==> config.mk <==
export PLATFORM = sky130hd
export DESIGN_NAME = gap_window_region_filter
export DESIGN_NICKNAME = d
export VERILOG_FILES = /design/src/design/gwrf_pkg.sv /design/src/design/gwrf_front.sv /design/src/design/gwrf_queue.sv /design/src/design/gwrf_back.sv /design/src/design/gap_window_region_filter.sv
export SDC_FILE = /design/constraint.sdc
export NUM_CORES = 1
export LEC_CHECK = 0
export BUFFER_PORTS_ARGS = -buffer_cell sky130_fd_sc_hd__buf_4
export CELL_PAD_IN_SITES_DETAIL_PLACEMENT = 0
export CELL_PAD_IN_SITES_GLOBAL_PLACEMENT = 1
export CORE_UTILIZATION = 53
export CTS_CLUSTER_DIAMETER = 150
export DETAILED_ROUTE_END_ITERATION = 12
export HOLD_SLACK_MARGIN = 0.08
export PLACE_DENSITY_LB_ADDON = 0.1
export SLEW_MARGIN = 40
export SYNTH_ARGS = -nofsm -noshare
export SYNTH_HDL_FRONTEND = slang
export SYNTH_SLANG_ARGS = --single-unit
export TNS_END_PERCENT = 30
==> constraint.sdc <==
create_clock -name clk -period 9.2 [get_ports clk]
set_input_delay 1.38 -clock clk [delete_from_list [all_inputs] [get_ports clk]]
set_output_delay 1.38 -clock clk [all_outputs]
set_load 0.01 [all_outputs]
==> src/design/gwrf_pkg.sv <==
// Package for the gap window region filter.
// Holds widths, register indexes, the queue entry type and the flag counter.
// No dependencies.
`timescale 1ns / 1ps
`default_nettype none

package gwrf_pkg;

  localparam int SPECIES    = 8;
  localparam int MAX_WINDOW = 64;
  localparam int MAX_BLOCK  = 65536;

  localparam int FLAG_W   = 8;   // column_flags
  localparam int CNT_W    = 4;   // flag count of one column
  localparam int SUM_W    = 10;  // running window sum
  localparam int CIDX_W   = 17;  // column index / region end
  localparam int POS_W    = 16;  // region start
  localparam int PHASE_W  = 6;
  localparam int WSZ_W    = 7;   // window_size and step registers
  localparam int MAXF_W   = 10;

  localparam int RING_DEPTH = 64;
  localparam int RING_AW    = 6;
  localparam int WIN_CAP    = (MAX_WINDOW < RING_DEPTH) ? MAX_WINDOW : RING_DEPTH;
  localparam int STEP_CAP   = 64;

  localparam int CFG_AW = 2;
  localparam int CFG_DW = 10;

  localparam logic [CFG_AW-1:0] REG_WINDOW_SIZE = 2'd0;
  localparam logic [CFG_AW-1:0] REG_STEP        = 2'd1;
  localparam logic [CFG_AW-1:0] REG_MAX_FLAGGED = 2'd2;

  localparam int QDEPTH = 4;
  localparam int QAW    = 2;

  localparam int OUT_DW = 40;

  // One classified column: a bad window ending at e, the block end, or both.
  typedef struct packed {
    logic              bad;
    logic              last;
    logic [POS_W-1:0]  ws;
    logic [CIDX_W-1:0] e;
  } ev_t;

  typedef struct packed {
    logic full;
    logic empty;
  } q_stat_t;

  function automatic logic [CNT_W-1:0] count_flags(input logic [FLAG_W-1:0] f);
    logic [CNT_W-1:0] n;
    n = '0;
    for (int i = 0; i < FLAG_W; i++) begin
      if (i < SPECIES) begin
        n = n + CNT_W'(f[i]);
      end
    end
    return n;
  endfunction

endpackage

`default_nettype wire

==> src/design/gwrf_front.sv <==
// Front part: configuration registers, column ring, running window sum and
// window evaluation. Pushes bad-window and block-end words into the queue.
// Depends on gwrf_pkg.
`timescale 1ns / 1ps
`default_nettype none

module gwrf_front
  import gwrf_pkg::*;
(
  input  wire logic              clk,
  input  wire logic              rst_n,
  input  wire logic              cfg_we,
  input  wire logic [CFG_AW-1:0] cfg_addr,
  input  wire logic [CFG_DW-1:0] cfg_wdata,
  input  wire logic              in_tvalid,
  output logic                   in_tready,
  input  wire logic [FLAG_W-1:0] in_tdata,
  input  wire logic              in_tlast,
  input  wire q_stat_t           q_stat,
  output logic                   push,
  output ev_t                    push_ev
);

  logic [WSZ_W-1:0]   window_size_r;
  logic [WSZ_W-1:0]   step_r;
  logic [MAXF_W-1:0]  max_flagged_r;

  logic [CIDX_W-1:0]  col_r, col_nxt;
  logic [PHASE_W-1:0] phase_r, phase_nxt;
  logic [SUM_W-1:0]   sum_r, sum_nxt;

  logic [CNT_W-1:0]   ring [RING_DEPTH];

  // stage A
  logic               a_valid_r;
  logic [CNT_W-1:0]   a_cnt_r;
  logic [CNT_W-1:0]   a_rd_r;
  logic               a_sub_r;
  logic               a_eval_r;
  logic [POS_W-1:0]   a_ws_r;
  logic [CIDX_W-1:0]  a_e_r;
  logic               a_last_r;

  logic [WSZ_W-1:0]   w_eff;
  logic [WSZ_W-1:0]   st_eff;
  logic [CIDX_W-1:0]  e;
  logic               eval;
  logic               last;
  logic               sub;
  logic               accept;
  logic               consume;
  logic [RING_AW-1:0] rd_addr;
  logic [CNT_W-1:0]   cnt;
  logic [SUM_W-1:0]   sum_sub;
  logic               bad;

  always_comb begin
    if (window_size_r == '0) begin
      w_eff = WSZ_W'(1);
    end else if (window_size_r > WSZ_W'(WIN_CAP)) begin
      w_eff = WSZ_W'(WIN_CAP);
    end else begin
      w_eff = window_size_r;
    end
    if (step_r == '0) begin
      st_eff = WSZ_W'(1);
    end else if (step_r > WSZ_W'(STEP_CAP)) begin
      st_eff = WSZ_W'(STEP_CAP);
    end else begin
      st_eff = step_r;
    end
  end

  assign cnt     = count_flags(in_tdata);
  assign e       = col_r + CIDX_W'(1);
  assign sub     = col_r >= CIDX_W'(w_eff);
  assign rd_addr = col_r[RING_AW-1:0] - RING_AW'(w_eff);
  assign last    = in_tlast || (e >= CIDX_W'(MAX_BLOCK));

  always_comb begin
    eval      = 1'b0;
    phase_nxt = phase_r;
    if (e == CIDX_W'(w_eff)) begin
      eval      = 1'b1;
      phase_nxt = '0;
    end else if (e > CIDX_W'(w_eff)) begin
      if (({1'b0, phase_r} + WSZ_W'(1)) >= st_eff) begin
        eval      = 1'b1;
        phase_nxt = '0;
      end else begin
        phase_nxt = phase_r + PHASE_W'(1);
      end
    end
    if (last) begin
      phase_nxt = '0;
    end
  end

  assign col_nxt = last ? '0 : e;

  // stage A advances whenever the queue has room
  assign consume   = a_valid_r && !q_stat.full;
  assign in_tready = !a_valid_r || !q_stat.full;
  assign accept    = in_tvalid && in_tready;

  assign sum_sub = a_sub_r ? (sum_r - SUM_W'(a_rd_r)) : sum_r;
  assign sum_nxt = sum_sub + SUM_W'(a_cnt_r);
  assign bad     = a_eval_r && (sum_nxt > max_flagged_r);

  assign push         = consume && (bad || a_last_r);
  assign push_ev.bad  = bad;
  assign push_ev.last = a_last_r;
  assign push_ev.ws   = a_ws_r;
  assign push_ev.e    = a_e_r;

  always_ff @(posedge clk) begin
    if (!rst_n) begin
      window_size_r <= WSZ_W'(10);
      step_r        <= WSZ_W'(1);
      max_flagged_r <= '0;
    end else if (cfg_we) begin
      unique case (cfg_addr)
        REG_WINDOW_SIZE: window_size_r <= cfg_wdata[WSZ_W-1:0];
        REG_STEP:        step_r        <= cfg_wdata[WSZ_W-1:0];
        REG_MAX_FLAGGED: max_flagged_r <= cfg_wdata[MAXF_W-1:0];
        default: ;
      endcase
    end
  end

  always_ff @(posedge clk) begin
    if (!rst_n) begin
      col_r     <= '0;
      phase_r   <= '0;
      sum_r     <= '0;
      a_valid_r <= 1'b0;
    end else begin
      if (accept) begin
        col_r   <= col_nxt;
        phase_r <= phase_nxt;
      end
      if (consume) begin
        sum_r <= a_last_r ? '0 : sum_nxt;
      end
      if (accept) begin
        a_valid_r <= 1'b1;
      end else if (consume) begin
        a_valid_r <= 1'b0;
      end
    end
  end

  // the leaving column is read before the new count lands (same slot when w is full depth)
  always_ff @(posedge clk) begin
    if (accept) begin
      ring[col_r[RING_AW-1:0]] <= cnt;
      a_rd_r                   <= ring[rd_addr];
    end
  end

  always_ff @(posedge clk) begin
    if (accept) begin
      a_cnt_r  <= cnt;
      a_sub_r  <= sub;
      a_eval_r <= eval;
      a_ws_r   <= POS_W'(e - CIDX_W'(w_eff));
      a_e_r    <= e;
      a_last_r <= last;
    end
  end

endmodule

`default_nettype wire

==> src/design/gwrf_queue.sv <==
// Short queue of classified words between the front and back parts.
// Depends on gwrf_pkg.
`timescale 1ns / 1ps
`default_nettype none

module gwrf_queue
  import gwrf_pkg::*;
(
  input  wire logic clk,
  input  wire logic rst_n,
  input  wire logic push,
  input  wire ev_t  push_ev,
  input  wire logic pop,
  output ev_t       head,
  output q_stat_t   q_stat
);

  ev_t            mem [QDEPTH];
  logic [QAW-1:0] wr_ptr_r;
  logic [QAW-1:0] rd_ptr_r;
  logic [QAW:0]   count_r;

  assign head         = mem[rd_ptr_r];
  assign q_stat.full  = count_r == (QAW+1)'(QDEPTH);
  assign q_stat.empty = count_r == '0;

  always_ff @(posedge clk) begin
    if (!rst_n) begin
      wr_ptr_r <= '0;
      rd_ptr_r <= '0;
      count_r  <= '0;
    end else begin
      if (push) begin
        wr_ptr_r <= wr_ptr_r + QAW'(1);
      end
      if (pop) begin
        rd_ptr_r <= rd_ptr_r + QAW'(1);
      end
      if (push && !pop) begin
        count_r <= count_r + (QAW+1)'(1);
      end else if (pop && !push) begin
        count_r <= count_r - (QAW+1)'(1);
      end
    end
  end

  always_ff @(posedge clk) begin
    if (push) begin
      mem[wr_ptr_r] <= push_ev;
    end
  end

endmodule

`default_nettype wire

==> src/design/gwrf_back.sv <==
// Back part: keeps the open region, merges bad windows into it and emits
// finished regions and the block-end result through an output register.
// Depends on gwrf_pkg.
`timescale 1ns / 1ps
`default_nettype none

module gwrf_back
  import gwrf_pkg::*;
(
  input  wire logic        clk,
  input  wire logic        rst_n,
  input  wire ev_t         head,
  input  wire q_stat_t     q_stat,
  output logic             pop,
  output logic             out_tvalid,
  input  wire logic        out_tready,
  output logic [POS_W-1:0] out_start,
  output logic [CIDX_W-1:0] out_end,
  output logic             out_has,
  output logic             out_last
);

  logic              open_r;
  logic [POS_W-1:0]  start_r;
  logic [CIDX_W-1:0] end_r;
  logic              done_r;     // bad part of the head word already handled
  logic              out_valid_r;
  logic [POS_W-1:0]  out_start_r;
  logic [CIDX_W-1:0] out_end_r;
  logic              out_has_r;
  logic              out_last_r;

  logic              can_out;
  logic              apply;
  logic              disjoint;
  logic              need_emit;
  logic              fire;
  logic              n_open;
  logic [POS_W-1:0]  n_start;
  logic [CIDX_W-1:0] n_end;
  logic [POS_W-1:0]  o_start;
  logic [CIDX_W-1:0] o_end;
  logic              o_has;

  assign can_out   = !out_valid_r || out_tready;
  assign apply     = head.bad && !done_r;
  assign disjoint  = apply && open_r && (CIDX_W'(head.ws) > end_r);
  assign need_emit = disjoint || head.last;
  assign fire      = !q_stat.empty && (!need_emit || can_out);
  // a disjoint window on the last column takes two results: hold the word
  assign pop       = fire && !(disjoint && head.last);

  always_comb begin
    n_open  = open_r;
    n_start = start_r;
    n_end   = end_r;
    if (apply) begin
      n_open = 1'b1;
      n_end  = head.e;
      if (!open_r || disjoint) begin
        n_start = head.ws;
      end
    end
  end

  always_comb begin
    if (disjoint) begin
      o_start = start_r;
      o_end   = end_r;
      o_has   = 1'b1;
    end else if (n_open) begin
      o_start = n_start;
      o_end   = n_end;
      o_has   = 1'b1;
    end else begin
      o_start = '0;
      o_end   = '0;
      o_has   = 1'b0;
    end
  end

  always_ff @(posedge clk) begin
    if (!rst_n) begin
      open_r      <= 1'b0;
      start_r     <= '0;
      end_r       <= '0;
      done_r      <= 1'b0;
      out_valid_r <= 1'b0;
    end else begin
      if (fire) begin
        if (disjoint && head.last) begin
          start_r <= head.ws;
          end_r   <= head.e;
          done_r  <= 1'b1;
        end else if (head.last) begin
          open_r  <= 1'b0;
          start_r <= '0;
          end_r   <= '0;
          done_r  <= 1'b0;
        end else begin
          open_r  <= n_open;
          start_r <= n_start;
          end_r   <= n_end;
          done_r  <= 1'b0;
        end
      end
      if (fire && need_emit) begin
        out_valid_r <= 1'b1;
      end else if (out_tready) begin
        out_valid_r <= 1'b0;
      end
    end
  end

  always_ff @(posedge clk) begin
    if (fire && need_emit) begin
      out_start_r <= o_start;
      out_end_r   <= o_end;
      out_has_r   <= o_has;
      out_last_r  <= !disjoint;
    end
  end

  assign out_tvalid = out_valid_r;
  assign out_start  = out_start_r;
  assign out_end    = out_end_r;
  assign out_has    = out_has_r;
  assign out_last   = out_last_r;

endmodule

`default_nettype wire

==> src/design/gap_window_region_filter.sv <==
// Gap window region filter: one column word per cycle while the queue has room,
// results one per cycle while out_tready is high. A column passes the stage A
// register, the queue and the output register. A column that closes a region and
// ends the block yields two results; the back part keeps its word at the head until
// both are out. The four-entry queue absorbs that and output stalls.
// Reset (rst_n low, synchronous): registers to 10 / 1 / 0, block state cleared.
`timescale 1ns / 1ps
`default_nettype none

module gap_window_region_filter
  import gwrf_pkg::*;
(
  input  wire logic              clk,
  input  wire logic              rst_n,
  input  wire logic              cfg_we,
  input  wire logic [CFG_AW-1:0] cfg_addr,
  input  wire logic [CFG_DW-1:0] cfg_wdata,
  input  wire logic              in_tvalid,
  output logic                   in_tready,
  input  wire logic [FLAG_W-1:0] in_tdata,   // [7:0] column_flags
  input  wire logic              in_tlast,   // last_column
  output logic                   out_tvalid,
  input  wire logic              out_tready,
  output logic [OUT_DW-1:0]      out_tdata,  // [15:0] region_start, [32:16] region_end
  output logic                   out_tuser,  // [0] has_region
  output logic                   out_tlast   // block_end
);

  q_stat_t           q_stat;
  logic              push;
  ev_t               push_ev;
  logic              pop;
  ev_t               head;
  logic [POS_W-1:0]  out_start;
  logic [CIDX_W-1:0] out_end;

  gwrf_front u_front (
    .clk       (clk),
    .rst_n     (rst_n),
    .cfg_we    (cfg_we),
    .cfg_addr  (cfg_addr),
    .cfg_wdata (cfg_wdata),
    .in_tvalid (in_tvalid),
    .in_tready (in_tready),
    .in_tdata  (in_tdata),
    .in_tlast  (in_tlast),
    .q_stat    (q_stat),
    .push      (push),
    .push_ev   (push_ev)
  );

  gwrf_queue u_queue (
    .clk     (clk),
    .rst_n   (rst_n),
    .push    (push),
    .push_ev (push_ev),
    .pop     (pop),
    .head    (head),
    .q_stat  (q_stat)
  );

  gwrf_back u_back (
    .clk        (clk),
    .rst_n      (rst_n),
    .head       (head),
    .q_stat     (q_stat),
    .pop        (pop),
    .out_tvalid (out_tvalid),
    .out_tready (out_tready),
    .out_start  (out_start),
    .out_end    (out_end),
    .out_has    (out_tuser),
    .out_last   (out_tlast)
  );

  assign out_tdata = {(OUT_DW-POS_W-CIDX_W)'(0), out_end, out_start};

endmodule

`default_nettype wire

== Word-level counts from Yosys, hierarchy flattened ==
Memories as Yosys holds them, arrays and structs flattened. A register that Yosys moved wholly into a read port is not among the register bits.
Cells that the tools add are included.

* Flip-flop bits (word level): 176
* Memory bits (writable): 396
* Bits of input ports: 26
* Output and inout port bits: 44
* Logic and storage cells: 142
* Memories kept: 2

{| class="wikitable"
|+ Memory list
! memory !! words !! bits a word !! rd ports !! clocked after memory_dff !! wr ports !! RTL line !! text
|-
| u_front.ring || 64 || 4 || 1 || 1 || 1 || gwrf_front.sv:32 || <nowiki>logic [CNT_W-1:0] ring [RING_DEPTH];</nowiki>
|-
| u_queue.mem || 4 || 35 || 1 || 1 || 1 || gwrf_queue.sv:18 || <nowiki>ev_t mem [QDEPTH];</nowiki>
|}

* Add/sub/neg operators: 18
* Order comparisons: 8
* Equality and inequality tests: 4
* Mux-type cells: 40
* Bitwise logic cells: 1
* Reductions and logical operators: 44

{| class="wikitable"
|+ Operators by type and width
! cell !! count
|-
| $mux 17 || 6
|-
| $mux 16 || 6
|-
| $mux 7 || 4
|-
| $add 4x1->4 || 6
|-
| $mux 6 || 4
|-
| $mux 10 || 2
|-
| $add 17x1->17 const B || 1
|-
| $eq 17x7->1 || 1
|-
| $ge 17x17->1 const B || 1
|-
| $ge 17x7->1 || 1
|-
| $gt 16x17->1 || 1
|-
| $gt 17x7->1 || 1
|-
| $sub 16x7->16 || 1
|-
| $gt 7x7->1 const B || 2
|-
| $logic_not 7->1 || 2
|-
| $mux 1 || 14
|-
| $logic_and 1x1->1 || 13
|-
| $logic_not 1->1 || 11
|-
| $add 10x4->10 || 1
|-
| $gt 10x10->1 || 1
|-
| $reduce_and 2->1 || 5
|-
| $sub 10x4->10 || 1
|-
| $add 6x1->7 const B || 1
|-
| $ge 7x7->1 || 1
|-
| 17 further kinds || 28
|}

== Logic depth before layout (Yosys ltp) ==
* Word-level depth: 12
* Gate-level depth with buffers: 27

== Modules after synthesis ==
From an unflattened synthesis, not the netlist that was laid out.

* Cells, all modules: 1619
* Area, all modules: 25127.8 µm²

{| class="wikitable"
|+ Modules (own cells, without submodules)
! module !! times used !! cells each !! area each (µm²) !! sequential area each (µm²)
|-
| gwrf_front || 1 || 1087 || 16130.5 || 10169.8
|-
| gwrf_queue || 1 || 226 || 5547.8 || 4384.2
|-
| gwrf_back || 1 || 298 || 3393.3 || 1771.7
|-
| gap_window_region_filter || 1 || 8 || 56.3 || 0.0
|}

== Worst setup path after synthesis ==
OpenSTA, ideal clock, no wires.

* Path kind: reg-to-reg
* Start point: register (tool-made name)
* End point: register u_back.out_end_r[0], in the netlist u_back.out_end[0] (enable)
* Library setup time: 0.480 ns
* Arrival time: 5.873 ns
* Setup slack: 2.846 ns
* Cell stages (with the launch flop): 13
* Path buffers: 2
* Period minus slack after synthesis: 6.354 ns
* Cells stage by stage: dfxtp_1 > buf_1 > buf_1 > mux4_2 > ha_1 > and3_1 > nand4_1 > o21bai_1 > a31oi_1 > o21bai_1 > nor2_1 > inv_1 > a211oi_1

{| class="wikitable"
|+ RTL lines
! what !! RTL line !! text
|-
| end signal: assignment || gwrf_back.sv:118 || <nowiki>out_end_r <= o_end;</nowiki>
|-
| end: declaration || gwrf_back.sv:29 || <nowiki>logic [CIDX_W-1:0] out_end_r;</nowiki>
|}

== Worst setup path in the final report ==
* Start point: register u_front.a_rd_r[1] (read register of u_front.ring)
* End point: register u_queue.count_r[2]

* Longest elaborated chain between the ends: 10
* Elaborated cells between the ends (all ways): 12

{| class="wikitable"
|+ RTL lines
! what !! RTL line !! text
|-
| start: declaration || gwrf_front.sv:37 || <nowiki>logic [CNT_W-1:0] a_rd_r;</nowiki>
|-
| $sub 10x4->10 * || gwrf_front.sv:106 || <nowiki>assign sum_sub = a_sub_r ? (sum_r - SUM_W'(a_rd_r)) : sum_r;</nowiki>
|-
| $mux 10 * || gwrf_front.sv:106 ||
|-
| $add 10x4->10 * || gwrf_front.sv:107 || <nowiki>assign sum_nxt = sum_sub + SUM_W'(a_cnt_r);</nowiki>
|-
| $gt 10x10->1 * || gwrf_front.sv:108 || <nowiki>assign bad = a_eval_r && (sum_nxt > max_flagged_r);</nowiki>
|-
| $logic_and 1x1->1 * || gwrf_front.sv:108 ||
|-
| $logic_or 1x1->1 * || gwrf_front.sv:110 || <nowiki>assign push = consume && (bad || a_last_r);</nowiki>
|-
| $logic_and 1x1->1 * || gwrf_front.sv:110 ||
|-
| named net push || gap_window_region_filter.sv:30 || <nowiki>logic push;</nowiki>
|-
| $logic_not 1->1 || gwrf_queue.sv:41 || <nowiki>end else if (pop && !push) begin</nowiki>
|-
| $logic_and 1x1->1 || gwrf_queue.sv:41 ||
|-
| $reduce_bool 2->1 (no source line) || - ||
|-
| end signal: assignment || gwrf_queue.sv:40 || <nowiki>count_r <= count_r + (QAW+1)'(1);</nowiki>
|-
| end signal: assignment || gwrf_queue.sv:42 || <nowiki>count_r <= count_r - (QAW+1)'(1);</nowiki>
|-
| end: declaration || gwrf_queue.sv:21 || <nowiki>logic [QAW:0] count_r;</nowiki>
|}

Mark *: on every way through the listed nets, which the timed path passes. The rest lies on a longest branch.
A chain may end at the register's enable or synchronous reset.

==> out/results.tsv <==
metric	value	unit
root_buffer	clkbuf_16	
nNetsFinal	1803	
end_kind	flip-flop	
ant_nets	0	
yosys.area_share.adder	4.03	%
wirelength	49900	µm
dpl_worst_slack	2910	ps
max_slew_margin	47.6	%
tritoncts	yes	
grt_pass1_wl	77700	µm
fp.dieArea	48000	µm²
cts.sinks	578	
drtPass1Iterations	5	
synth_compound_area_share	6.24	%
layout_setup_ws	3170	ps
netlist_instances	1629	
route.met3.wl	2210	µm
dominantRegCellSynth	edfxtp_1	
worst_pin_slew	785	ps
antenna_found_initial	0	
drive_gt1_share	19.5	%
die_w	219	µm
min_path_type	flip-flop to flip-flop	
post_cts_buffers	0	
synth-xor-area-share	1.96	%
cts_buffer_depth	3	
synth_simple_gate_area_share	8.08	%
highest_layer	met5	
status	completed	
core-area	46500	µm²
crit_arrival	6550	ps
p_leak	9.68	nW
critPathRequiredTime	9730	ps
cts_buffers	58	
hold_buffers	0	
vias	13400	
yosysUniqueCellTypes	70	
post-route-min-period	6030	ps
final_hold_viol_count	0	
pin_count	70	
synth-edff-count	475	
grt_max_degree	86	
finalMaxSlewViolations	0	
ys_seq_area_share	65.4	%
syn_avg_cell_area	15.3	µm²
cts.clk_slew.worst_paths	60	ps
fin_skew	32.9	ps
synth_top_family_by_area	multiplexers	
maxCapViolations	0	
wl_met2	25200	µm
place_congestion	0.812	
grt_pass1_vias	13500	
muxShareOfSynthArea	11.7	%
ir_worst_vdd	0.000239	V
n_antenna_cell	0	
dp_hpwl	33200	µm
post_cts_resized	0	
clock_latency	630	ps
yosys_warnings	0	
avgRoutedWirePerCell	21.2	µm
power_density	258	nW/µm²
initial_utilization	53.7	%
fin_crit_sh	65.5	%
setup_tns	0	ps
die_h	219	µm
port_buffers	62	
rows	79	
worstSetupPathType	flip-flop to flip-flop	
viasPerCell	5.69	
synthArstFlopShare	0	%
finalSetupViolations	0	
path_max_fanout	8	
worst_setup_path_start_kind	flip-flop	
track_usage	21.4	%
route.detailed.drc	0	
grt_overflow	0	
total_power	7.23	mW
grt_setup_unrepaired	false	
wl_met1	20800	µm
ctsHtreeMaxLevel	2	
syn2layout_area_growth	12.4	%
max_freq	166	MHz
ys_ff_latch	578	
syn_area	25000	µm²
drt_iter0_markers	961	
cell usage in the layout, fill, tap and decap left out, types with 5 or more instances in the layout:
cell	count
nor2_1	106
a21boi_0	13
xor2_1	15
nand2b_1	8
conb_1	7
a21o_1	17
dfxtp_1	102
clkbuf_8	5
nor3b_1	6
mux4_2	113
nor2b_1	53
xnor2_1	36
ha_1	65
clkbuf_1	11
o21ai_0	42
nor3_1	19
and3_1	13
mux2i_1	33
a21oi_1	43
nand3b_1	9
inv_1	74
or3_1	7
a32o_1	5
and2_1	11
nor4_1	6
fa_1	7
buf_4	84
edfxtp_1	475
clkinv_2	16
nand2_1	90
or2_2	8
o21a_1	8
clkbuf_16	58
nand4_1	8
a211oi_1	9
a22o_1	52
nand3_1	27
bufinv_16	7
through the flow:
step / instances / utilization (%) / hold WS, ps / area (µm²)
finish: 2359 / 60.4 / 474 / 28100
detailed placement: 2249 / 56.2 / 456 / 26100
CTS: 2359 / 60.4 / 476 / 28000
global placement: 2249 / 56.1 / 456 / 26100
floorplan: 1635 / - / 443 / 25000
global route: 2359 / 60.4 / 489 / 28100
kinds of logic (layout without fill, tap and decap cells):
group | Yosys count | after routing
AOI/OAI and AO/OA | 222 | 222
xor gates and xnor gates | 55 | 55
adders and majority gates | 75 | 75
buffers and inverters | 155 | 272
DFF | 578 | 578
muxes | 149 | 149
other | 1 | 7
and+or+nand+nor | 394 | 394
worst paths after layout:
kind                            slack [ps]  depth (start not counted)                  to              start
worst max register to register        3170                         26  u_queue.count_r[2]  u_front.a_rd_r[1]
worst min register to register         470                          1   u_back.start_r[9]  u_back.start_r[9]
worst min-delay path                   470                          1   u_back.start_r[9]  u_back.start_r[9]
worst max-delay path                  3170                         26  u_queue.count_r[2]  u_front.a_rd_r[1]
sequential cells by signal, indices dropped and copies added (netlist names), 4 cells and up, named ones only:
register               cells
u_front.phase_r            6
u_back.out_start          16
u_front.a_cnt_r            4
u_front.sum_r             10
u_front.col_r             17
u_front.ring             256
u_front.window_size_r      7
u_front.a_e_r             17
u_front.a_ws_r            16
u_back.start_r            16
u_back.end_r              17
u_front.a_rd_r             4
u_front.max_flagged_r     10
u_queue.mem              140
u_back.out_end            17
u_front.step_r             7
worst max-delay path, stage by stage, from the launching register on:
cell,delay [ps]
edfxtp_1,380
inv_1,60
ha_1,260
nor2b_1,110
o21ai_0,120
a21boi_0,450
nor2_1,70
mux2_2,270
ha_1,310
o21ai_0,100
nand2b_1,110
o21ai_0,90
a21oi_1,200
or3b_2,510
xor2_1,170
ha_1,300
and3_1,190
nand4_1,120
o21ai_0,170
a21oi_1,80
o31ai_2,500
ha_1,280
inv_1,70
fa_1,370
xor2_1,180
or3_1,310
a21boi_0,180
synthesized netlist by cell type, drive strengths merged (31+ instances only):
master  count  area share, %
buf        34           0.78
inv        76            1.1
mux2i      33            1.3
nand3      31           0.70
a22o       52            1.8
edfxtp    475             57
clkbuf     45           0.68
ha         66            3.3
mux4      113             10
xnor2      39            1.4
nor2b      55            1.4
nand2      90            1.4
a21oi      43           0.86
dfxtp     103            8.3
o21ai      44           0.88
nor2      107            1.6
area by class of cell:
| class | count | area, µm² |
|---|---|---|
| Tap cell | 607 | 759 |
| Timing Repair Buffer | 86 | 653 |
| Multi-Input combinational cell | 902 | 8080 |
| Inverter | 76 | 285 |
| Clock inverter | 34 | 382 |
| Clock buffer | 76 | 1570 |
| Fill cell | 3537 | 18400 |
| Sequential cell | 578 | 16300 |
metal layers:
layer / vias to the layer above / track usage (%)
li1: 6362 / -
met1: 6688 / 27.6
met2: 279 / 36.5
met3: 92 / 3.40
met4: 2 / 8.17
met5: - / 0.625
power by group:
part | leakage (nW) | internal [mW] | switching [mW]
combinational | 3.65 | 0.641 | 0.906
clock | 0.965 | 1.41 | 0.982
sequential | 5.06 | 3.20 | 0.0953
total | 9.68 | 5.25 | 1.98
(Power assumes the default switching activity.)
